===== config.mk =====
export PLATFORM = sky130hd
export DESIGN_NAME = cde_dist
export DESIGN_NICKNAME = d
export VERILOG_FILES = /design/src/sv/cde_pkg.sv /design/src/sv/cde_dist.sv
export SDC_FILE = /design/constraint.sdc
export NUM_CORES = 2
export LEC_CHECK = 0
export BUFFER_PORTS_ARGS = -buffer_cell sky130_fd_sc_hd__buf_2
export CAP_MARGIN = 20
export CORE_MARGIN = 2
export CORE_UTILIZATION = 65
export CTS_CLUSTER_SIZE = 28
export DETAILED_ROUTE_END_ITERATION = 10
export HOLD_SLACK_MARGIN = 0.02
export PLACE_DENSITY = 0.84
export SLEW_MARGIN = 20
export SYNTH_ARGS = -nofsm -noshare
export SYNTH_HDL_FRONTEND = slang
export SYNTH_SLANG_ARGS = --single-unit
export TNS_END_PERCENT = 1

===== constraint.sdc =====
create_clock -name clk -period 20.5 [get_ports clk]
set_clock_uncertainty 0.1 [all_clocks]
set_input_delay 4.1 -clock clk [delete_from_list [all_inputs] [get_ports clk]]
set_output_delay 4.1 -clock clk [all_outputs]
set_load 0.005 [all_outputs]

===== src/sv/cde_pkg.sv =====
// shared types and constants for the colour-distance edge detector
// no dependencies; every other file refers to it by scoped names
`default_nettype none

package cde_pkg;

  localparam int MAX_LINE_PIXELS = 1024;
  localparam int ADDR_W          = $clog2(MAX_LINE_PIXELS);
  localparam int MAX_LINES       = 4096;

  localparam int COMP_W     = 8;
  localparam int COL_W      = 10;
  localparam int ROW_W      = 12;
  localparam int WIDTH_W    = 11;
  localparam int HEIGHT_W   = 13;
  localparam int THR_W      = 9;
  localparam int SQ_W       = 2 * COMP_W;
  localparam int DIST_W     = SQ_W + 2;
  localparam int THR_SQ_W   = 2 * THR_W;
  localparam int CFG_IDX_W  = 2;
  localparam int CFG_DATA_W = 13;

  localparam int FIFO_DEPTH = 8;
  localparam int FIFO_PTR_W = $clog2(FIFO_DEPTH);
  localparam int FIFO_CNT_W = FIFO_PTR_W + 1;

  localparam logic [WIDTH_W-1:0]  WIDTH_RESET  = WIDTH_W'(120);
  localparam logic [HEIGHT_W-1:0] HEIGHT_RESET = HEIGHT_W'(68);
  localparam logic [THR_W-1:0]    THR_RESET    = THR_W'(35);
  localparam logic [THR_SQ_W-1:0] THR_SQ_RESET = THR_SQ_W'(35 * 35);

  localparam logic [WIDTH_W-1:0]  WIDTH_MIN  = WIDTH_W'(3);
  localparam logic [WIDTH_W-1:0]  WIDTH_MAX  = WIDTH_W'(MAX_LINE_PIXELS);
  localparam logic [HEIGHT_W-1:0] HEIGHT_MIN = HEIGHT_W'(3);
  localparam logic [HEIGHT_W-1:0] HEIGHT_MAX = HEIGHT_W'(MAX_LINES);

  typedef enum logic [CFG_IDX_W-1:0] {
    REG_IMAGE_WIDTH          = 2'd0,
    REG_IMAGE_HEIGHT         = 2'd1,
    REG_SIMILARITY_THRESHOLD = 2'd2
  } cfg_reg_t;

  typedef struct packed {
    logic [COMP_W-1:0] red;
    logic [COMP_W-1:0] green;
    logic [COMP_W-1:0] blue;
  } pixel_t;

  typedef struct packed {
    logic [COL_W-1:0] col;
    logic [ROW_W-1:0] row;
  } position_t;

  typedef struct packed {
    position_t pos;
    pixel_t    color;
    logic      is_edge;
  } result_t;

  typedef struct packed {
    logic              en;
    logic [ADDR_W-1:0] addr;
    pixel_t            above;
    pixel_t            two_above;
  } ls_write_t;

endpackage

`default_nettype wire


===== src/sv/cde_dist.sv =====
// two-stage colour distance judge: squared differences, then sums and threshold
// compare over the four neighbours; depends on cde_pkg
`default_nettype none

module cde_dist (
  input  logic                         clk,
  input  logic                         rst,
  input  logic                         in_valid,
  input  cde_pkg::position_t           in_pos,
  input  cde_pkg::pixel_t              center,
  input  cde_pkg::pixel_t              left,
  input  cde_pkg::pixel_t              right,
  input  cde_pkg::pixel_t              top,
  input  cde_pkg::pixel_t              bottom,
  input  logic [cde_pkg::THR_SQ_W-1:0] thresh_sq,
  output logic                         out_valid,
  output cde_pkg::result_t             out_result,
  output logic [1:0]                   stage_count
);

  function automatic logic [cde_pkg::SQ_W-1:0] sq_diff(
    input logic [cde_pkg::COMP_W-1:0] a,
    input logic [cde_pkg::COMP_W-1:0] b
  );
    logic [cde_pkg::COMP_W-1:0] d;
    d = (a > b) ? a - b : b - a;
    return cde_pkg::SQ_W'(d) * cde_pkg::SQ_W'(d);
  endfunction

  cde_pkg::pixel_t           nb [4];
  logic [cde_pkg::SQ_W-1:0]  sq_next [4][3];
  logic [cde_pkg::SQ_W-1:0]  a_sq [4][3];
  logic                      a_valid;
  cde_pkg::position_t        a_pos;
  cde_pkg::pixel_t           a_color;
  logic [cde_pkg::DIST_W-1:0] sum_sq [4];
  logic                      edge_next;

  assign nb[0] = left;
  assign nb[1] = right;
  assign nb[2] = top;
  assign nb[3] = bottom;

  always_comb begin
    for (int n = 0; n < 4; n++) begin
      sq_next[n][0] = sq_diff(center.red,   nb[n].red);
      sq_next[n][1] = sq_diff(center.green, nb[n].green);
      sq_next[n][2] = sq_diff(center.blue,  nb[n].blue);
    end
  end

  always_ff @(posedge clk) begin
    if (rst) begin
      a_valid <= 1'b0;
    end else begin
      a_valid <= in_valid;
    end
  end

  always_ff @(posedge clk) begin
    a_sq    <= sq_next;
    a_pos   <= in_pos;
    a_color <= center;
  end

  // edge when any neighbour sits at or beyond the threshold
  always_comb begin
    edge_next = 1'b0;
    for (int n = 0; n < 4; n++) begin
      sum_sq[n] = cde_pkg::DIST_W'(a_sq[n][0]) + cde_pkg::DIST_W'(a_sq[n][1])
                + cde_pkg::DIST_W'(a_sq[n][2]);
      if (sum_sq[n] >= thresh_sq) begin
        edge_next = 1'b1;
      end
    end
  end

  always_ff @(posedge clk) begin
    if (rst) begin
      out_valid <= 1'b0;
    end else begin
      out_valid <= a_valid;
    end
  end

  always_ff @(posedge clk) begin
    out_result.pos     <= a_pos;
    out_result.color   <= a_color;
    out_result.is_edge <= edge_next;
  end

  assign stage_count = {1'b0, a_valid} + {1'b0, out_valid};

endmodule

`default_nettype wire


==> impl_metrics.json <==
{
  "min_path_type": "reg2reg",
  "viasPerCell": 5.59,
  "synthToLayoutAreaGrowth_pct": 8.38,
  "insertion_delay_ps": 570,
  "cts.sinks": 275,
  "synthCells": 4102,
  "slew_headroom": 0.322,
  "netlist_top_cells_count": "inv_1 (753), ha_1 (662), nor2_1 (392)",
  "track_usage": 0.287,
  "crit_start": "center[12]",
  "drt_iter0_drc": 1591,
  "cts-root-buf": "clkbuf_16",
  "cp_data_required_time_ps": 20870,
  "fin_tns_setup_ps": 0,
  "ys_seq_elements": 275,
  "postCtsHoldBufs": 0,
  "finalSetupViolCount": 0,
  "first_pass_iters": 6,
  "path_delay_family": "adder cells",
  "wirelength_mm": 83.2,
  "yosysTopAreaCellShare": 0.223,
  "crit_path_top_delay_cell": "xnor2_1",
  "grt_start_max_net_pins": 15,
  "arrival_ps": 10810,
  "route.detailed.drc": 0,
  "syn_area_per_cell_sq_um": 9.05,
  "max_freq_mhz": 95.8,
  "min_path_cells": 0,
  "r2r-end": "out_result[0]$_SDFF_PP1_",
  "ys_types": 87,
  "hold_viol_final": 0,
  "ys_warn_count": 0,
  "grt_pass1_vias": 29600,
  "crit_type": "in2reg",
  "h-tree-depth": 2,
  "hold_end": "out_result[24]$_DFF_P_",
  "cts_inserted_buffers": 34,
  "yosys-top-cells-area": "ha_1 (22%), fa_1 (21%), dfxtp_1 (15%)",
  "finalNetCount": 5532,
  "layout-drive-gt1-share": 0.0953,
  "cts_resized": 0,
  "critPathBufInv": 5,
  "crit_fanout": 11,
  "wl_per_cell_um": 16.3,
  "place.gp.congestion": 0.942,
  "yosysSeqAreaShare": 0.148,
  "clockBufferDepth": 3,
  "post_cts_buffers": 0,
  "synth_ff_type": "dfxtp_1",
  "r2r_setup_slack_ps": 15150,
  "antenna_cells": 0,
  "gr-total-overflow": 0,
  "antenna_found_initial": 1,
  "num_io_pins": 213,
  "slew_viol_final": 0,
  "rsz0062_at_grt": "no",
  "core_sq_um": 56400,
  "synth_top_cell_by_area": "ha_1",
  "clkTransAtPathRegs_ps": 60,
  "initial_core_util": 0.659,
  "post-route-period-util": 0.509,
  "dieArea_sq_um": 59100,
  "worst_pin_slew_ps": 1010,
  "syn_area_sq_um": 37100,
  "cts_tree": "done",
  "grt_pass1_wl_mm": 139,
  "nFillCells": 4258,
  "synth_most_common_cell": "inv_1",
  "timing.rr.start": "a_sq[164]$_DFF_P_",
  "row_count": 87,
  "cp-start-kind": "input port",
  "die_h_um": 243,
  "status": "finished clean",
  "cp-end-kind": "flip-flop",
  "vias": 28500,
  "r2r.worst_path.cells": 17,
  "synth-edff-count": 0,
  "ant_nets": 0,
  "die_x_um": 243,
  "fin_crit_ps": 10440,
  "place_hpwl_mm": 69.1,
  "maxCapViolations": 0,
  "synth_async_sr_flop_share": 0,
  "hold_start": "a_color[23]$_DFF_P_",
  "io_buffers": 212,
  "cpPeakStageDelay_ps": 800
}
area by class of cell:
cell class	instances	area [sq um]	area share
well taps	756	946	0.0235
flip-flops and latches	275	5510	0.137
inverters	757	2840	0.0706
repair buffers	220	1120	0.0279
multi-input cells	3031	28600	0.710
clock buffers	45	1020	0.0252
clock inverters	17	235	0.00584
cell usage in the layout, fill, tap and decap left out, types with 13 or more instances in the layout:
master | Yosys | routed
o21ai_0 | 87 | 87
xnor2_1 | 226 | 226
fa_1 | 388 | 388
buf_2 | 22 | 212
xor2_1 | 63 | 63
a221oi_1 | 13 | 13
nand2b_1 | 41 | 41
inv_1 | 753 | 753
xnor2_2 | 20 | 20
nor2b_1 | 29 | 29
dfxtp_1 | 275 | 275
nor3_1 | 56 | 56
a211oi_1 | 15 | 15
and2_1 | 15 | 15
and3_1 | 18 | 18
a21o_1 | 120 | 120
ha_1 | 662 | 662
o21a_1 | 36 | 36
conb_1 | 2 | 18
a21oi_1 | 291 | 291
nand2_1 | 86 | 86
or2_2 | 60 | 60
nand3_1 | 32 | 32
o31ai_1 | 17 | 17
nand4_1 | 29 | 29
a31oi_1 | 24 | 24
nor2_1 | 392 | 392
mux2i_1 | 62 | 62
o21bai_1 | 51 | 51
a21boi_0 | 14 | 14
clkbuf_16 | 0 | 37
metal layers:
metal  GRT usage  up-vias  wire length [um]
li1            -    13800                 -
met1       0.355    13800             34400
met2       0.506      779             40900
met3      0.0438      167              4770
met4       0.103        0              3060
met5           0        -                 0
worst max-delay path by stage:
stage / endpoint / slack (ps) / cells after the start
2_1_floorplan: a_sq[62]$_DFF_P_ / 10370 / 28
3_3_place_gp: a_sq[127]$_DFF_P_ / 9730 / 27
3_5_place_dp: a_sq[159]$_DFF_P_ / 9540 / 24
4_1_cts: a_sq[127]$_DFF_P_ / 10110 / 25
5_1_grt: a_sq[30]$_DFF_P_ / 9670 / 24
6_report: a_sq[127]$_DFF_P_ / 10060 / 25
flip-flops by register name, indices dropped and copies added, names as in the netlist:
register	flops
out_valid	1
a_valid	1
a_pos	22
a_sq	180
out_result	47
a_color	24
kinds of logic (layout without fill, tap and decap cells):
| group | after synthesis | after routing | share of synthesized area |
|---|---|---|---|
| buffers and inverters | 812 | 1039 | 0.0837 |
| AOI/OAI and AO/OA | 767 | 767 | 0.134 |
| adders and majority gates | 1050 | 1050 | 0.432 |
| xor gates and xnor gates | 312 | 312 | 0.0782 |
| other | 2 | 18 | 0.000202 |
| and+or+nand+nor | 810 | 810 | 0.102 |
| muxes | 74 | 74 | 0.0212 |
| DFF | 275 | 275 | 0.148 |
stage by stage:
stage	setup slack, ps	hold slack (ps)	utilization	instances	area, sq um
after detailed placement	9540	212	0.692	5039	39000
final	10060	223	0.714	5101	40200
after global placement	9730	210	0.692	5039	39000
after floorplan	10370	210	-	4118	37200
after global routing	9670	231	0.714	5101	40200
after CTS	10110	224	0.714	5101	40200
Power is left out: the tool's default activity adds up to more than one toggle a clock period on the data nets, which glitch-free logic cannot reach.
