File: config.mk
export PLATFORM = sky130hd
export DESIGN_NAME = cde_fifo
export DESIGN_NICKNAME = d
export VERILOG_FILES = /design/src/sv/cde_pkg.sv /design/src/sv/cde_fifo.sv
export SDC_FILE = /design/constraint.sdc
export NUM_CORES = 1
export LEC_CHECK = 0
export ABC_AREA = 1
export BUFFER_PORTS_ARGS = -buffer_cell sky130_fd_sc_hd__buf_4
export CAP_MARGIN = 20
export CELL_PAD_IN_SITES_DETAIL_PLACEMENT = 1
export CELL_PAD_IN_SITES_GLOBAL_PLACEMENT = 1
export CORE_MARGIN = 2
export CORE_UTILIZATION = 50
export DETAILED_ROUTE_END_ITERATION = 16
export PLACE_DENSITY_LB_ADDON = 0.12
export SLEW_MARGIN = 20
export SYNTH_ARGS = -nofsm -noshare
export SYNTH_HDL_FRONTEND = slang
export SYNTH_SLANG_ARGS = --single-unit
export TNS_END_PERCENT = 50
File: constraint.sdc
create_clock -name clk -period 6.8 [get_ports clk]
set_input_delay 0.34 -clock clk [delete_from_list [all_inputs] [get_ports clk]]
set_output_delay 0.34 -clock clk [all_outputs]
set_load 0.01 [all_outputs]
File: src/sv/cde_pkg.sv
// shared types and constants for the colour-distance edge detector
// no dependencies; every other file refers to it by scoped names
`default_nettype none

package cde_pkg;

  localparam int MAX_LINE_PIXELS = 1024;
  localparam int ADDR_W          = $clog2(MAX_LINE_PIXELS);
  localparam int MAX_LINES       = 4096;

  localparam int COMP_W     = 8;
  localparam int COL_W      = 10;
  localparam int ROW_W      = 12;
  localparam int WIDTH_W    = 11;
  localparam int HEIGHT_W   = 13;
  localparam int THR_W      = 9;
  localparam int SQ_W       = 2 * COMP_W;
  localparam int DIST_W     = SQ_W + 2;
  localparam int THR_SQ_W   = 2 * THR_W;
  localparam int CFG_IDX_W  = 2;
  localparam int CFG_DATA_W = 13;

  localparam int FIFO_DEPTH = 8;
  localparam int FIFO_PTR_W = $clog2(FIFO_DEPTH);
  localparam int FIFO_CNT_W = FIFO_PTR_W + 1;

  localparam logic [WIDTH_W-1:0]  WIDTH_RESET  = WIDTH_W'(120);
  localparam logic [HEIGHT_W-1:0] HEIGHT_RESET = HEIGHT_W'(68);
  localparam logic [THR_W-1:0]    THR_RESET    = THR_W'(35);
  localparam logic [THR_SQ_W-1:0] THR_SQ_RESET = THR_SQ_W'(35 * 35);

  localparam logic [WIDTH_W-1:0]  WIDTH_MIN  = WIDTH_W'(3);
  localparam logic [WIDTH_W-1:0]  WIDTH_MAX  = WIDTH_W'(MAX_LINE_PIXELS);
  localparam logic [HEIGHT_W-1:0] HEIGHT_MIN = HEIGHT_W'(3);
  localparam logic [HEIGHT_W-1:0] HEIGHT_MAX = HEIGHT_W'(MAX_LINES);

  typedef enum logic [CFG_IDX_W-1:0] {
    REG_IMAGE_WIDTH          = 2'd0,
    REG_IMAGE_HEIGHT         = 2'd1,
    REG_SIMILARITY_THRESHOLD = 2'd2
  } cfg_reg_t;

  typedef struct packed {
    logic [COMP_W-1:0] red;
    logic [COMP_W-1:0] green;
    logic [COMP_W-1:0] blue;
  } pixel_t;

  typedef struct packed {
    logic [COL_W-1:0] col;
    logic [ROW_W-1:0] row;
  } position_t;

  typedef struct packed {
    position_t pos;
    pixel_t    color;
    logic      is_edge;
  } result_t;

  typedef struct packed {
    logic              en;
    logic [ADDR_W-1:0] addr;
    pixel_t            above;
    pixel_t            two_above;
  } ls_write_t;

endpackage

`default_nettype wire

File: src/sv/cde_fifo.sv
// small result queue in front of the output channel
// depends on cde_pkg for the result type and depth
`default_nettype none

module cde_fifo (
  input  logic                           clk,
  input  logic                           rst,
  input  logic                           push,
  input  cde_pkg::result_t               push_data,
  input  logic                           pop,
  output cde_pkg::result_t               head,
  output logic [cde_pkg::FIFO_CNT_W-1:0] count
);

  cde_pkg::result_t                mem [cde_pkg::FIFO_DEPTH];
  logic [cde_pkg::FIFO_PTR_W-1:0]  wr_ptr;
  logic [cde_pkg::FIFO_PTR_W-1:0]  rd_ptr;

  always_ff @(posedge clk) begin
    if (push) begin
      mem[wr_ptr] <= push_data;
    end
  end

  always_ff @(posedge clk) begin
    if (rst) begin
      wr_ptr <= '0;
      rd_ptr <= '0;
      count  <= '0;
    end else begin
      if (push) begin
        wr_ptr <= wr_ptr + 1'b1;
      end
      if (pop) begin
        rd_ptr <= rd_ptr + 1'b1;
      end
      unique case ({push, pop})
        2'b10:   count <= count + 1'b1;
        2'b01:   count <= count - 1'b1;
        default: count <= count;
      endcase
    end
  end

  assign head = mem[rd_ptr];

endmodule

`default_nettype wire

==> results.txt <==
----------------------------------------------------
[Floorplanning]
  Standard cell core area ... just under 30,000 sq um
  Die ar. ... roughly 32,000 sq um
  Die extent in x ... 179 um
  Number of placement rows ... between 60 and 70
  I/O pin cnt ... 102
  Y dimension of the die ... roughly 180 um
  Initial core utilization ... about half

[Final layout]
  Net count reported at finish ... between 1,000 and 1,500
  Combined flip-flop and latch cell area ... 11,600 sq um
  Area overhead of the layout relative to synthesis ... 15.3%
  Diode insertion count for antenna repair ... 0
  Fraction of layout instances using a drive strength above 1 ... 14.7%
  Share of the core filled with cells in the final layout ... between 50 and 60%
  Area used by multi-input combinational logic ... around 3300 sq um
  Fill cell total of the finished layout ... a little under 3,000

[Timing]
  Hold Vio Cnt, Final ... 0
  Tightest hold margin ... between 0.05 and 0.06 ns
  RSZ-0062 raised after global routing ... no
  Count of pins over their slew limit ... 0
  Final total negative setup slack ... 0 ns
  Final period util ... between 50% and 60%
  Transition time at the pin with the least slew margin ... 1.03 ns
  Headroom to the max-slew limit ... between 30% and 40%
  Final Critical Period ... between 3 and 4 ns
  Worst-case clock skew ... between 0.015 and 0.02 ns
  Maximum achievable frequency ... roughly 290 MHz
  Count of endpoints failing setup in the final report ... 0

[Worst setup path]
  Critical path, cell by cell ... buf_4 -> nor2_1 -> nor2_1 -> o21ai_0 -> o21ai_1 -> nand2_1 -> nand2_1 -> buf_4
  Kind of capture point of the worst setup path ... primary output
  Slowest cell on crit path ... sky130_fd_sc_hd__buf_4
  Count of buffer and inverter cells on the critical path ... 2
  Crit path largest cell delay ... 0.90 ns
  Type of the worst setup path ... register to primary output
  Startpoint types ... register
  Data arrival time of the critical path ... 3.14 ns
  Worst Path Max Fanout ... 81
  Data required time at the worst endpoint ... about 6.5 ns
  Family with the most delay on the worst path ... buffers and inverters

[Min path]
  Kind of path behind the tightest hold check ... primary input to register

[Logic synthesis]
  Top-count cell post-synth ... sky130_fd_sc_hd__edfxtp_1
  Count of different cell masters after synthesis ... 27
  Top post-synthesis cells by area ... sky130_fd_sc_hd__edfxtp_1 74%, sky130_fd_sc_hd__nor2_1 5.1%, sky130_fd_sc_hd__o21ai_0 4.6%
  Netlist area before placement ... between 15,000 and 20,000 sq um
  EDFF count, synth ... between 300 and 400
  Number of synthesized register bits ... approximately 390
  Most frequent cells after synthesis ... 376 x sky130_fd_sc_hd__edfxtp_1, 206 x sky130_fd_sc_hd__nor2_1, 157 x sky130_fd_sc_hd__nand2_1, 139 x sky130_fd_sc_hd__o21ai_0, 51 x sky130_fd_sc_hd__o21ai_1
  Number of instances in the synthesized netlist ... 1,141
  Register area share after synthesis ... 75.8%
  Area fraction of the dominant cell type after synthesis ... 74.1%
  Most used flip-flop cell after synthesis ... sky130_fd_sc_hd__edfxtp_1
  Nets in the synthesized netlist ... 1,197
  Area leader, netlist ... sky130_fd_sc_hd__edfxtp_1
  Yosys warning count ... 0
  Post-Synthesis Mean Instance Area ... ~13 sq um
  Async S/R FF share, synth ... 0%

[Power]
  IR Drop Worst-Case VDD ... between 0.2 and 0.25 mV
  Sw Pwr ... around 1.2 mW
  Static Leak ... 6.11 nW
  Clock Power Share ... about 40%
  Total power divided by cell area ... between 300 and 400 nW/um^2
  Logic gate share of total power ... 9.6%
  Sequential fraction of design power ... between 50% and 60%
  Switching part of the total ... 23.2%
  Cell-internal power ... between 4 and 5 mW

[Drt]
  Starting DRT DRC Count ... a little under 700
  Routed WL per cell ... 22.6 um
  Post-DR vias/cell ... about 5.7
  Count of nets left with antenna violations after detail routing ... 0
  # DRC ... 0
  Router iterations before antenna repair ... 4
  Total detailed-routing wirelength ... 37.3 mm
  Vias ... 9,343

[Clocking]
  Number of buffers created by CTS ... 41
  Clock Tree Buf Depth ... 3
  Htree depth ... 2
  Number of setup buffers added after CTS ... 0
  Clock Latency Late Sink ... around 0.51 ns
  Count of cells resized by post-cts repair ... 0
  Root buffer cell ... sky130_fd_sc_hd__clkbuf_16
  Clock slew at reported path FFs ... about 0.060 ns
  Number of hold buffers added after CTS ... 0
  TritonCTS clock tree ... built
  Total clock sinks ... just under 400

[Global routing]
  Aggregate global-route resource usage ... approximately a quarter
  Number of antenna violations at the first check in global routing ... 0
  Vias in the first global route ... 10,029
  Pin count of the biggest net entering global routing ... roughly 140
  Remaining global-route overflow ... 0
  First-pass GRT wire length ... 56.3 mm

[Job]
  Max capacitance violation total ... 0

[Placement]
  DPL Wire Length ... between 15 and 20 mm
  Number of port buffers ... 101
  Routability congestion estimate ... ~0.73

[Outcome]
  Outcome ... completed

----------------------------------------------------
## flip-flops by register name, indices dropped and copies added (netlist names), named ones only
signal,flops
count,4
mem,376
wr_ptr,3
rd_ptr,3
## worst reg2reg max path: cells and delay by family, from the launching register on
family	cells	cell delay, ns
and+or+nand+nor	2	1.19
DFF	1	0.33
buffers and inverters	1	0.57
## area by class of cell
class                   count  share of cell area, %
clock buffers              47                   6.08
clock inverters            24                   1.08
inverters                  13                  0.321
multi-input cells         671                   18.9
flip-flops and latches    389                   65.8
well taps                 390                   2.78
repair buffers            115                   5.03
## per-stage QoR
stage / std cells / total power, mW / setup slack [ns] / area [sq um]
after floorplan: 1141 / 3.07 / 3.63 / 15200
after global placement: 1577 / 3.26 / 3.87 / 16300
after detailed placement: 1577 / 3.29 / 3.81 / 16300
after CTS: 1648 / 5.39 / 3.22 / 17500
after global routing: 1649 / 5.54 / 3.13 / 17600
final: 1649 / 5.35 / 3.32 / 17600
## cells in the final DEF (no fill, tap or decap)
cell type | Yosys | routed
sky130_fd_sc_hd__o21ai_0 | 139 | 139
sky130_fd_sc_hd__xor2_1 | 1 | 1
sky130_fd_sc_hd__nor3_1 | 1 | 1
sky130_fd_sc_hd__mux2i_1 | 47 | 47
sky130_fd_sc_hd__clkinvlp_4 | 0 | 2
sky130_fd_sc_hd__dfxtp_2 | 0 | 1
sky130_fd_sc_hd__clkbuf_16 | 0 | 41
sky130_fd_sc_hd__edfxtp_1 | 376 | 376
sky130_fd_sc_hd__dfxtp_1 | 13 | 10
sky130_fd_sc_hd__dfxtp_4 | 0 | 2
sky130_fd_sc_hd__o21ai_1 | 51 | 51
sky130_fd_sc_hd__clkinv_1 | 0 | 11
sky130_fd_sc_hd__nor2_4 | 0 | 8
sky130_fd_sc_hd__clkinv_2 | 0 | 7
sky130_fd_sc_hd__o22ai_1 | 47 | 47
sky130_fd_sc_hd__or2_2 | 1 | 1
sky130_fd_sc_hd__buf_16 | 0 | 1
sky130_fd_sc_hd__inv_2 | 1 | 1
sky130_fd_sc_hd__nand3_1 | 4 | 4
sky130_fd_sc_hd__inv_1 | 12 | 11
sky130_fd_sc_hd__xnor2_1 | 3 | 3
sky130_fd_sc_hd__buf_4 | 10 | 114
sky130_fd_sc_hd__nand2_1 | 157 | 157
sky130_fd_sc_hd__bufinv_16 | 0 | 3
sky130_fd_sc_hd__clkbuf_8 | 0 | 2
sky130_fd_sc_hd__ha_1 | 5 | 5
sky130_fd_sc_hd__nor2_1 | 206 | 198
sky130_fd_sc_hd__clkinv_4 | 0 | 1
sky130_fd_sc_hd__a21oi_1 | 6 | 6
sky130_fd_sc_hd__nor3b_1 | 1 | 1
sky130_fd_sc_hd__a211oi_1 | 2 | 2
sky130_fd_sc_hd__clkbuf_1 | 34 | 4
sky130_fd_sc_hd__inv_8 | 0 | 1
## cell families after synthesis
family	Yosys count	synth area share (%)
xor+xnor	4	0.230
fa+ha+maj	5	0.411
compound gates	245	8.47
simple gates	370	9.20
flops	389	75.8
buf+inv	81	2.77
mux	47	3.09
## per-layer routing
layer | up-vias | part of all wire [%] | track usage [%]
met5 | - | 0 | 0
met4 | 0 | 1.8 | 6.23
met3 | 55 | 4.2 | 3.84
met2 | 195 | 51 | 41.0
met1 | 4788 | 43 | 30.8
li1 | 4305 | - | -
## final timing paths
path | depth (start not counted) | slack, ns | to | start
setup reg to reg | 3 | 4.34 | mem[2][29] | wr_ptr[0]
hold / removal | 1 | 0.06 | mem[4][9] | push_data[9]
setup / recovery | 8 | 3.32 | head[16] | register
hold reg to reg | 2 | 0.51 | wr_ptr[0] | wr_ptr[0]
## power groups by stage
stage          sequential [mW]  clock (mW)  combinational, mW
6_report                  2.72        2.12              0.516
5_1_grt                   2.73        2.24              0.572
4_1_cts                   2.73        2.15              0.509
3_5_place_dp              2.78           0              0.504
3_3_place_gp              2.78           0              0.486
2_1_floorplan             2.76           0              0.313
Note: power is estimated with default switching activity, not from simulation.
